**src/rtl/sue_pkg.sv**
```systemverilog
// Package of the sentence UTF-8 encoder: command type, character codes and limits.
// Depends on nothing; used by the front, queue, back and top modules of the block.
package sue_pkg;

    // Default depth of the command queue between front and back.
    localparam int DefaultQueueDepth = 2;

    // Configuration port.
    localparam int AddrWidth   = 3;
    localparam int DataWidth   = 32;
    localparam logic RegEnable = 1'b0;   // word index of the enable register

    // Input item kinds.
    localparam logic KindChar  = 1'b0;
    localparam logic KindFlush = 1'b1;

    // Characters with special handling.
    localparam logic [31:0] CharGt      = 32'h0000_003E;
    localparam logic [31:0] CharStar    = 32'h0000_002A;
    localparam logic [31:0] CharPeriod  = 32'h0000_002E;
    localparam logic [31:0] CharBang    = 32'h0000_0021;
    localparam logic [31:0] CharQuest   = 32'h0000_003F;
    localparam logic [31:0] CharNewline = 32'h0000_000A;

    // Upper bounds of the one, two, three and four byte encodings.
    localparam logic [31:0] LimitOne   = 32'h0000_0080;
    localparam logic [31:0] LimitTwo   = 32'h0000_0800;
    localparam logic [31:0] LimitThree = 32'h0001_0000;
    localparam logic [31:0] LimitFour  = 32'h0020_0000;

    // Lead and continuation byte marks.
    localparam logic [7:0] MarkCont  = 8'h80;
    localparam logic [7:0] MarkTwo   = 8'hC0;
    localparam logic [7:0] MarkThree = 8'hE0;
    localparam logic [7:0] MarkFour  = 8'hF0;

    // One unit of work for the back end: up to four bytes, or a bare end marker.
    typedef struct packed {
        logic [3:0][7:0] bytes;       // bytes[0] goes out first
        logic [1:0]      last_idx;    // number of results minus one
        logic            byte_valid;  // zero for a bare end marker
        logic            term;        // final result closes the sentence
    } cmd_t;

endpackage

```
**src/rtl/sue_front.sv**
```systemverilog
// Front end of the sentence UTF-8 encoder: accepts items, encodes and tracks the sentence.
// Depends on sue_pkg.
module sue_front (
    input  logic              aclk,
    input  logic              aresetn,
    input  logic              enable,
    input  logic              s_tvalid,
    output logic              s_tready,
    input  logic [31:0]       s_tdata,     // [31:0] code_point
    input  logic              s_tuser,     // [0] kind
    input  logic              q_full,
    output logic              q_push,
    output sue_pkg::cmd_t     q_cmd
);

    logic          pending_reg;
    logic          pending_next;
    logic          accept;
    logic          is_term;
    logic          is_dropped;
    logic          enc_ok;
    sue_pkg::cmd_t enc_cmd;

    assign s_tready = !q_full;
    assign accept   = s_tvalid && s_tready;

    assign is_term = (s_tdata == sue_pkg::CharPeriod) || (s_tdata == sue_pkg::CharBang)
                  || (s_tdata == sue_pkg::CharQuest)  || (s_tdata == sue_pkg::CharNewline);
    assign is_dropped = (s_tdata == sue_pkg::CharGt) || (s_tdata == sue_pkg::CharStar);

    // Split the code point into its UTF-8 bytes.
    always_comb begin
        enc_cmd            = '0;
        enc_cmd.byte_valid = 1'b1;
        enc_cmd.term       = is_term;
        enc_ok             = 1'b1;
        if (s_tdata < sue_pkg::LimitOne) begin
            enc_cmd.bytes[0] = s_tdata[7:0];
            enc_cmd.last_idx = 2'd0;
        end else if (s_tdata < sue_pkg::LimitTwo) begin
            enc_cmd.bytes[0] = sue_pkg::MarkTwo  | {3'b000, s_tdata[10:6]};
            enc_cmd.bytes[1] = sue_pkg::MarkCont | {2'b00, s_tdata[5:0]};
            enc_cmd.last_idx = 2'd1;
        end else if (s_tdata < sue_pkg::LimitThree) begin
            enc_cmd.bytes[0] = sue_pkg::MarkThree | {4'b0000, s_tdata[15:12]};
            enc_cmd.bytes[1] = sue_pkg::MarkCont  | {2'b00, s_tdata[11:6]};
            enc_cmd.bytes[2] = sue_pkg::MarkCont  | {2'b00, s_tdata[5:0]};
            enc_cmd.last_idx = 2'd2;
        end else if (s_tdata < sue_pkg::LimitFour) begin
            enc_cmd.bytes[0] = sue_pkg::MarkFour | {5'b00000, s_tdata[20:18]};
            enc_cmd.bytes[1] = sue_pkg::MarkCont | {2'b00, s_tdata[17:12]};
            enc_cmd.bytes[2] = sue_pkg::MarkCont | {2'b00, s_tdata[11:6]};
            enc_cmd.bytes[3] = sue_pkg::MarkCont | {2'b00, s_tdata[5:0]};
            enc_cmd.last_idx = 2'd3;
        end else begin
            // Too large to encode: no bytes, but the sentence still counts as open.
            enc_ok = 1'b0;
        end
    end

    // Classify the accepted item and decide what goes to the queue.
    always_comb begin
        pending_next = pending_reg;
        q_push       = 1'b0;
        q_cmd        = enc_cmd;
        if (accept) begin
            if (s_tuser == sue_pkg::KindFlush) begin
                pending_next = 1'b0;
                q_cmd        = '0;
                q_cmd.term   = 1'b1;
                q_push       = enable && pending_reg;
            end else if (enable && !is_dropped) begin
                pending_next = !is_term;
                q_push       = enc_ok;
            end
        end
    end

    always_ff @(posedge aclk) begin
        if (!aresetn) begin
            pending_reg <= 1'b0;
        end else begin
            pending_reg <= pending_next;
        end
    end

endmodule

```
**src/rtl/sue_queue.sv**
```systemverilog
// Short command queue between the front and back ends of the sentence encoder.
// Depends on sue_pkg.
module sue_queue #(
    parameter int Depth = sue_pkg::DefaultQueueDepth   // at least 2
) (
    input  logic          aclk,
    input  logic          aresetn,
    input  logic          push,
    input  sue_pkg::cmd_t push_cmd,
    input  logic          pop,
    output sue_pkg::cmd_t head_cmd,
    output logic          not_empty,
    output logic          full
);

    localparam int PtrWidth = $clog2(Depth);
    localparam int CntWidth = $clog2(Depth + 1);
    localparam logic [PtrWidth-1:0] PtrMax = PtrWidth'(Depth - 1);
    localparam logic [CntWidth-1:0] CntMax = CntWidth'(Depth);

    sue_pkg::cmd_t        mem_reg [Depth];
    logic [PtrWidth-1:0]  wr_ptr_reg;
    logic [PtrWidth-1:0]  wr_ptr_next;
    logic [PtrWidth-1:0]  rd_ptr_reg;
    logic [PtrWidth-1:0]  rd_ptr_next;
    logic [CntWidth-1:0]  count_reg;
    logic [CntWidth-1:0]  count_next;

    assign head_cmd  = mem_reg[rd_ptr_reg];
    assign not_empty = (count_reg != '0);
    assign full      = (count_reg == CntMax);

    always_comb begin
        wr_ptr_next = wr_ptr_reg;
        rd_ptr_next = rd_ptr_reg;
        count_next  = count_reg;
        if (push) begin
            wr_ptr_next = (wr_ptr_reg == PtrMax) ? '0 : wr_ptr_reg + 1'b1;
        end
        if (pop) begin
            rd_ptr_next = (rd_ptr_reg == PtrMax) ? '0 : rd_ptr_reg + 1'b1;
        end
        if (push && !pop) begin
            count_next = count_reg + 1'b1;
        end else if (pop && !push) begin
            count_next = count_reg - 1'b1;
        end
    end

    always_ff @(posedge aclk) begin
        if (!aresetn) begin
            wr_ptr_reg <= '0;
            rd_ptr_reg <= '0;
            count_reg  <= '0;
        end else begin
            wr_ptr_reg <= wr_ptr_next;
            rd_ptr_reg <= rd_ptr_next;
            count_reg  <= count_next;
        end
    end

    always_ff @(posedge aclk) begin
        if (push) begin
            mem_reg[wr_ptr_reg] <= push_cmd;
        end
    end

endmodule

```
**src/rtl/sue_back.sv**
```systemverilog
// Back end of the sentence encoder: sends the bytes of one command per result.
// Depends on sue_pkg.
module sue_back (
    input  logic          aclk,
    input  logic          aresetn,
    input  sue_pkg::cmd_t head_cmd,
    input  logic          q_not_empty,
    output logic          q_pop,
    output logic          m_tvalid,
    input  logic          m_tready,
    output logic [7:0]    m_tdata,     // [7:0] data_byte
    output logic [1:0]    m_tuser,     // [0] byte_valid, [1] last
    output logic          m_tlast      // sentence_end
);

    sue_pkg::cmd_t cur_cmd_reg;
    sue_pkg::cmd_t cur_cmd_next;
    logic          cur_valid_reg;
    logic          cur_valid_next;
    logic [1:0]    idx_reg;
    logic [1:0]    idx_next;
    logic          at_last;

    assign at_last  = (idx_reg == cur_cmd_reg.last_idx);
    assign m_tvalid = cur_valid_reg;
    assign m_tdata  = cur_cmd_reg.bytes[idx_reg];
    assign m_tuser  = {at_last, cur_cmd_reg.byte_valid};
    assign m_tlast  = cur_cmd_reg.term && at_last;

    // A new command is taken when none is held or when the current one gives its final result.
    assign q_pop = q_not_empty && (!cur_valid_reg || (m_tready && at_last));

    always_comb begin
        cur_cmd_next   = cur_cmd_reg;
        cur_valid_next = cur_valid_reg;
        idx_next       = idx_reg;
        if (q_pop) begin
            cur_cmd_next   = head_cmd;
            cur_valid_next = 1'b1;
            idx_next       = '0;
        end else if (cur_valid_reg && m_tready) begin
            if (at_last) begin
                cur_valid_next = 1'b0;
            end else begin
                idx_next = idx_reg + 1'b1;
            end
        end
    end

    always_ff @(posedge aclk) begin
        if (!aresetn) begin
            cur_valid_reg <= 1'b0;
            idx_reg       <= '0;
        end else begin
            cur_valid_reg <= cur_valid_next;
            idx_reg       <= idx_next;
        end
    end

    always_ff @(posedge aclk) begin
        cur_cmd_reg <= cur_cmd_next;
    end

endmodule

```
**src/rtl/sentence_utf8_encoder_top.sv**
```systemverilog
// Top level of the sentence UTF-8 encoder: configuration register and channel wiring.
// Depends on sue_pkg, sue_front, sue_queue and sue_back.
//
// Channel   Direction  Payload                                   Accepted when
// s_        in         tdata code_point, tuser kind              s_tvalid && s_tready
// m_        out        tdata data_byte, tuser {last,byte_valid}, m_tvalid && m_tready
//                      tlast sentence_end
// apb       in         enable at byte address 0                  psel, penable, pwrite
//
// An encoded character gives one to four results on the output side, sent one at a time
// by the byte serializer in the back end; the front takes an input request in every
// cycle that the command queue has room.
// An encoded request goes through the queue and the back's command register to m_tvalid.
// Reset is synchronous and active low; it clears enable and the pending sentence.
// Output stalls fill the queue and then hold s_tready low; input gaps only idle the back.
module sentence_utf8_encoder_top #(
    parameter int QueueDepth = sue_pkg::DefaultQueueDepth
) (
    input  logic                          aclk,
    input  logic                          aresetn,
    // Input requests.
    input  logic                          s_tvalid,
    output logic                          s_tready,
    input  logic [31:0]                   s_tdata,   // [31:0] code_point
    input  logic                          s_tuser,   // [0] kind
    // Result requests.
    output logic                          m_tvalid,
    input  logic                          m_tready,
    output logic [7:0]                    m_tdata,   // [7:0] data_byte
    output logic [1:0]                    m_tuser,   // [0] byte_valid, [1] last
    output logic                          m_tlast,   // sentence_end
    // Configuration port.
    input  logic                          psel,
    input  logic                          penable,
    input  logic                          pwrite,
    input  logic [sue_pkg::AddrWidth-1:0] paddr,
    input  logic [sue_pkg::DataWidth-1:0] pwdata,
    output logic [sue_pkg::DataWidth-1:0] prdata,
    output logic                          pready
);

    logic          enable_reg;
    logic          enable_next;
    logic          cfg_hit;
    logic          q_full;
    logic          q_push;
    logic          q_pop;
    logic          q_not_empty;
    sue_pkg::cmd_t q_in_cmd;
    sue_pkg::cmd_t q_head_cmd;

    // The register file is a single word; the low two address bits are ignored.
    assign pready  = 1'b1;
    assign cfg_hit = (paddr[sue_pkg::AddrWidth-1] == sue_pkg::RegEnable);
    assign prdata  = cfg_hit ? {{(sue_pkg::DataWidth-1){1'b0}}, enable_reg} : '0;

    always_comb begin
        enable_next = enable_reg;
        if (psel && penable && pwrite && pready && cfg_hit) begin
            enable_next = pwdata[0];
        end
    end

    always_ff @(posedge aclk) begin
        if (!aresetn) begin
            enable_reg <= 1'b0;
        end else begin
            enable_reg <= enable_next;
        end
    end

    // The front classifies each request and keeps the sentence-pending flag.
    sue_front u_front (
        .aclk     (aclk),
        .aresetn  (aresetn),
        .enable   (enable_reg),
        .s_tvalid (s_tvalid),
        .s_tready (s_tready),
        .s_tdata  (s_tdata),
        .s_tuser  (s_tuser),
        .q_full   (q_full),
        .q_push   (q_push),
        .q_cmd    (q_in_cmd)
    );

    // Commands wait here so that output stalls do not reach the input at once.
    sue_queue #(
        .Depth (QueueDepth)
    ) u_queue (
        .aclk      (aclk),
        .aresetn   (aresetn),
        .push      (q_push),
        .push_cmd  (q_in_cmd),
        .pop       (q_pop),
        .head_cmd  (q_head_cmd),
        .not_empty (q_not_empty),
        .full      (q_full)
    );

    // The back sends one byte, or one bare end marker, per cycle while m_tready is high.
    sue_back u_back (
        .aclk        (aclk),
        .aresetn     (aresetn),
        .head_cmd    (q_head_cmd),
        .q_not_empty (q_not_empty),
        .q_pop       (q_pop),
        .m_tvalid    (m_tvalid),
        .m_tready    (m_tready),
        .m_tdata     (m_tdata),
        .m_tuser     (m_tuser),
        .m_tlast     (m_tlast)
    );

endmodule

```
**config.mk**
```make
export PLATFORM = sky130hd
export DESIGN_NAME = sentence_utf8_encoder_top
export DESIGN_NICKNAME = d
export VERILOG_FILES = /design/src/rtl/sue_pkg.sv /design/src/rtl/sue_front.sv /design/src/rtl/sue_queue.sv /design/src/rtl/sue_back.sv /design/src/rtl/sentence_utf8_encoder_top.sv
export SDC_FILE = /design/constraint.sdc
export NUM_CORES = 1
export LEC_CHECK = 0
export ABC_AREA = 1
export BUFFER_PORTS_ARGS = -buffer_cell sky130_fd_sc_hd__buf_2
export CORE_MARGIN = 5
export CORE_UTILIZATION = 40
export DETAILED_ROUTE_END_ITERATION = 8
export PLACE_DENSITY = 0.71
export SYNTH_ARGS = -nofsm -noshare
export SYNTH_HDL_FRONTEND = slang
export SYNTH_SLANG_ARGS = --single-unit
```
**constraint.sdc**
```tcl
create_clock -name aclk -period 3.1 [get_ports aclk]
set_input_delay 0.155 -clock aclk [delete_from_list [all_inputs] [get_ports aclk]]
set_output_delay 0.155 -clock aclk [all_outputs]
set_load 0.005 [all_outputs]
```
Word-level counts from Yosys, hierarchy flattened
Memory sizes are Yosys's and may differ from the RTL's. A register that Yosys moved wholly into a read port is not among the register bits.
Index checks and enable logic that the tools add are counted.
- shift-type cells: 0
- bitwise gates (word level): 3
- equal/unequal tests: 8
- divide/modulo/power cells: 0
- reduce and logical (&&, ||, !) cells: 32
- multiply operators: 0
- multiplexer cells: 33
- $add $sub $neg: 5
- order comparisons: 5
- operator list (operator ; number):
    == test 32 x 6 -> 1 bit, second input constant ; 5
    2-to-1 mux 34 bit ; 4
    2-to-1 mux 36 bit ; 2
    == test 32 x 4 -> 1 bit, second input constant ; 1
    < comparator 32 x 12 -> 1 bit, second input constant ; 1
    < comparator 32 x 17 -> 1 bit, second input constant ; 1
    < comparator 32 x 22 -> 1 bit, second input constant ; 1
    < comparator 32 x 8 -> 1 bit, second input constant ; 1
    2-to-1 mux 26 bit ; 1
    2-to-1 mux 24 bit ; 1
    2-to-1 mux 18 bit ; 1
    2-to-1 mux 1 bit ; 17
    binary-select mux 8 bit (select 2 bit) ; 1
    2-to-1 mux 16 bit ; 1
    2-to-1 mux 8 bit ; 2
    logical AND 1 bit ; 12
    2-to-1 mux 10 bit ; 1
    nonzero test 2 bit ; 5
    zero test 1 bit ; 6
    AND reduction 2 bit ; 3
    logical OR 1 bit ; 5
    adder 2 x 1 -> 2 bit, second input constant ; 2
    2-to-1 mux 2 bit ; 2
    < comparator 2 x 3 -> 1 bit, second input constant ; 1
    6 further kinds ; 9
- bits of input ports: 75
- flip-flop bits (word level): 9
- output and inout port bits: 46
- memory bits (writable): 72
- memories: 1
- latch bits: 0
- logic and storage cells: 94
- ROM bits: 0
- memory list (memory ; words ; bits a word ; rd ports ; clocked after memory_dff ; wr ports ; line ; RTL):
    u_queue.mem_reg ; 2 ; 36 ; 1 ; 1 ; 1 ; sue_queue.sv:21 ; sue_pkg::cmd_t mem_reg [Depth];

Longest topological paths before layout
- depth after elaboration: 12
- depth in mapped cells: 14
- mapped depth without buffers: 14

Cells and area by module
From an unflattened synthesis, not the netlist that was laid out.
- cell total of the unflattened synthesis: 506
- area, all modules: 5813.1 um2
- modules (own cells, without submodules) (module ; cells each ; sequential area each (um2) ; instances ; area an instance (um2)):
    sue_queue ; 147 ; 2262.2 ; 1 ; 2979.1
    sue_back ; 119 ; 1141.1 ; 1 ; 1550.2
    sue_front ; 194 ; 20.0 ; 1 ; 969.7
    sentence_utf8_encoder_top ; 46 ; 20.0 ; 1 ; 314.1

Worst setup path before layout
Ideal clock, no wire load.
- path kind: register to register
- from: register u_queue.count_reg[0]
- to: memory u_queue.mem_reg[0][0] in the netlist's numbering, enable pin
- period minus slack after synthesis: 2752 ps
- stages on the path, launching flop included: 8
- buffers on the path: 0
- arrival: 2331 ps
- path slack: 348 ps
- setup time: 421 ps
- required time: 2679 ps
- cell sequence: dfxtp_1 inv_1 a21boi_1 nand2_1 o21bai_2 nand2_2 nand2_1 nor2_1
- longest elaborated chain between the ends: 6
- RTL lines (element ; line ; RTL):
    start, declared ; sue_queue.sv:26 ; logic [CntWidth-1:0] count_reg;
    start signal, assigned ; sue_queue.sv:58 ; count_reg <= count_next;
    == test 2 bit ; sue_queue.sv:31 ; assign full = (count_reg == CntMax);
    zero test 1 bit ; sue_front.sv:24 ; assign s_tready = !q_full;
    logical AND 1 bit ; sue_front.sv:25 ; assign accept = s_tvalid && s_tready;
    2-to-1 mux 1 bit ; sue_front.sv:66 ; if (accept) begin
    2-to-1 mux 1 bit ; sue_queue.sv:63 ; if (push) begin
    2-to-1 mux 1 bit (not written as such) ; sue_queue.sv:64 ; mem_reg[wr_ptr_reg] <= push_cmd;
    end, declared ; sue_queue.sv:21 ;
No other way between the ends.

Final worst setup path
- from: register u_queue.count_reg[0]
- to: register u_queue.count_reg[1]
- longest elaborated chain between the ends: 7
- elaborated cells between the ends (all ways): 15
- those cells by class: 2 x add/sub; 1 x eq/ne; 3 x mux; 9 x reduce/logical
- RTL lines (element ; line ; RTL):
    == test 2 bit (*) ; sue_queue.sv:31 ;
    zero test 1 bit (*) ; sue_front.sv:24 ;
    logical AND 1 bit (*) ; sue_front.sv:25 ;
    2-to-1 mux 1 bit (*) ; sue_front.sv:66 ;
    named net q_push ; sentence_utf8_encoder_top.sv:46 ; logic q_push;
    zero test 1 bit ; sue_queue.sv:45 ; end else if (pop && !push) begin
    logical AND 1 bit ; sue_queue.sv:45 ;
    nonzero test 2 bit (no line) ; - ;
Mark *: on every way through the listed nets, which the timed path passes. The rest lies on a longest branch. The select of a mux whose other input is x is not followed.
A chain may end at the register's enable or synchronous reset.

==> impl_results.md <==
* Pin count of the biggest net entering global routing at 34
* Initial core utilization at 0.404
* TritonCTS clock tree: built
* Cell count of the worst hold path at 2
* Min-Delay Path Class: in -> reg
* Cell variety after synth at 37
* Routed vias/inst at 4.78
* Most frequent cells in the layout: 155 x nand2_1, 96 x edfxtp_1, 55 x buf_2
* First-pass GRT wire length at 15900 microns
* Die area at 15000 sq um
* Seq/Total Area, Yosys at 0.605
* HPWL after DPL at 7180 microns
* Syn_area_per_cell at 9.88 sq um
* Postcts setup bufs at 0
* Clk buf depth at 2
* Detailed Route Iter0 Violations at 218
* Leak pwr at 2.50 nW
* Critical Path Sink Type: register
* Number of global-route vias before repair at 3322
* FP Rows at 41
* Hold Slack at 0.0771 ns
* Max rail drop VDD at 292 uV
* Clock-pin slew on the worst setup and hold paths at 0.06 ns
* Post-synth EDFFs at 96
* CP max FO at 13
* Cts repair resizes at 0
* Max cap viols at 0
* Root Buffer: clkbuf_16
* Max reg flops at 64
* Max Clock Freq at 440 MHz
* # diodes at 0
* Overflow after GRT at 0
* IO Pins at 121
* Count of endpoints failing setup in the final report at 0
* Required time of the critical path at 3.32 ns
* Status: finished clean
* Final Cycle Share at 0.734
* Layout cell share with drive strength beyond 1 at 0.195
* Fraction of registers with async set/reset at 0
* Worst clock skew at 0.00449 ns
* Initial antenna violation count at 0
* Warnings, synthesis at 0
* RSZ-0062 raised after global routing: no
* Total GRT Usage at 0.135
* Startpoint types: register
* Area growth syn-to-layout at 12.3%
* Met2 Wirelength at 4500 microns
* Cell Area, Synth at 5060 sq um
* WL met1 at 4420 microns
* Worst Path Arrival at 2.50 ns
* Worst Reg-to-Reg Cells at 11
* Seq cells post-synth at 105
* Via count at 3547
* Nets at 641
* Met3 Wirelength at 673 microns
* WS Path Type: reg -> reg
* Post-CTS Hold Fix Bufs at 0
* Clock sink count at 105
* Post-Syn Instances at 512
* Placeable Area at 12500 sq um
* Ys flop type: edfxtp_1
* Chip Width at 122 microns
* Insertion delay to the later sink of the worst-skew pair at 0.34 ns
* DR pass1 iterations at 5
* Max Slew Vio Count at 0
* PwrDens at 664 nW/um^2
* Uppermost routed layer: met4
* Post-DR wirelength/cell at 13.1 microns
* Commonest non-fill, non-tap cell in the layout: nand2_1
* GPL Wtd Cong at 0.888
* Port buffer count at 55
* # H-tree levels at 3
* Layout Utilization at 0.454
* Min cycle time layout at 2.27 ns
* Total negative slack at 0 ns
* Die height at 122 microns
* Final WL at 9690 microns
* Cts bufs inserted at 9
* # DRC at 0
* Antenna viol nets, final at 0
* Hold violation count in the final report at 0
## metal layers
layer,GRT usage,vias to the layer above
met5,0,-
met4,0.0483,0
met3,0.0249,9
met2,0.215,143
met1,0.184,1646
li1,-,1749
## synthesized netlist by cell type (5+ instances only)
cell type / number / area, sq um
clkbuf_1: 9 / 33.8
a21oi_1: 18 / 90.1
edfxtp_1: 96 / 2880
nor2_2: 5 / 31.3
dfxtp_1: 9 / 180
nand3_1: 13 / 65.1
inv_1: 31 / 116
o22ai_1: 7 / 43.8
o21ai_0: 30 / 150
nor2_4: 7 / 78.8
inv_2: 8 / 30.0
nor2_1: 49 / 184
nand2_1: 155 / 582
buf_4: 37 / 278
## through the flow
| step | cells | total power, mW | setup slack (ns) | area [sq um] |
|---|---|---|---|---|
| floorplan | 542 | 2.39 | 0.348 | 5170 |
| global placement | 726 | 2.59 | 1.00 | 5370 |
| detailed placement | 726 | 2.63 | 0.911 | 5370 |
| CTS | 742 | 3.80 | 0.864 | 5690 |
| global route | 742 | 3.97 | 0.612 | 5690 |
| finish | 742 | 3.78 | 0.826 | 5690 |
## path summary, 6_finish.rpt
kind	from	end	slack [ns]
setup / recovery	u_queue.count_reg[0]	u_queue.count_reg[1]	0.83
hold / removal	pwdata[0]	enable_reg	0.08
setup reg to reg	u_queue.count_reg[0]	u_queue.count_reg[1]	0.83
hold reg to reg	u_queue.count_reg[0]	u_queue.count_reg[0]	0.51
## critical path, cell delays in order (launching register included)
cell      delay (ns)
dfxtp_1         0.38
inv_1           0.10
a21boi_1        0.19
nand2_1         0.34
nand2_2         0.23
nand2_1         0.10
inv_1           0.08
ha_1            0.24
a21oi_1         0.12
o21ai_0         0.12
o21ai_0         0.18
a21oi_1         0.06
## final cells by class
| type | instances | area, sq um |
|---|---|---|
| fill | 1172 | 6830 |
| sequential | 105 | 3060 |
| multi-input combinational | 348 | 1620 |
| timing repair buffer | 61 | 320 |
| clock buffer | 9 | 225 |
| tap | 172 | 215 |
| inverter | 40 | 150 |
| clock inverter | 7 | 93.8 |
## kinds of logic after synthesis
kind of cell	count (synthesis)	synth area share
adders and majority gates	1	0.00247
other	2	0.00148
AOI/OAI and AO/OA	72	0.0843
buffers and inverters	89	0.0979
xor gates and xnor gates	2	0.00346
DFF	105	0.605
and+or+nand+nor	241	0.205
## report_power, final
group | leakage [nW] | total [mW] | switching [mW] | internal, mW
logic | 1.25 | 0.697 | 0.482 | 0.215
clock network | 0.152 | 1.18 | 0.475 | 0.706
registers | 1.10 | 1.90 | 0.0717 | 1.83
Power figures use the tool's default switching activity.
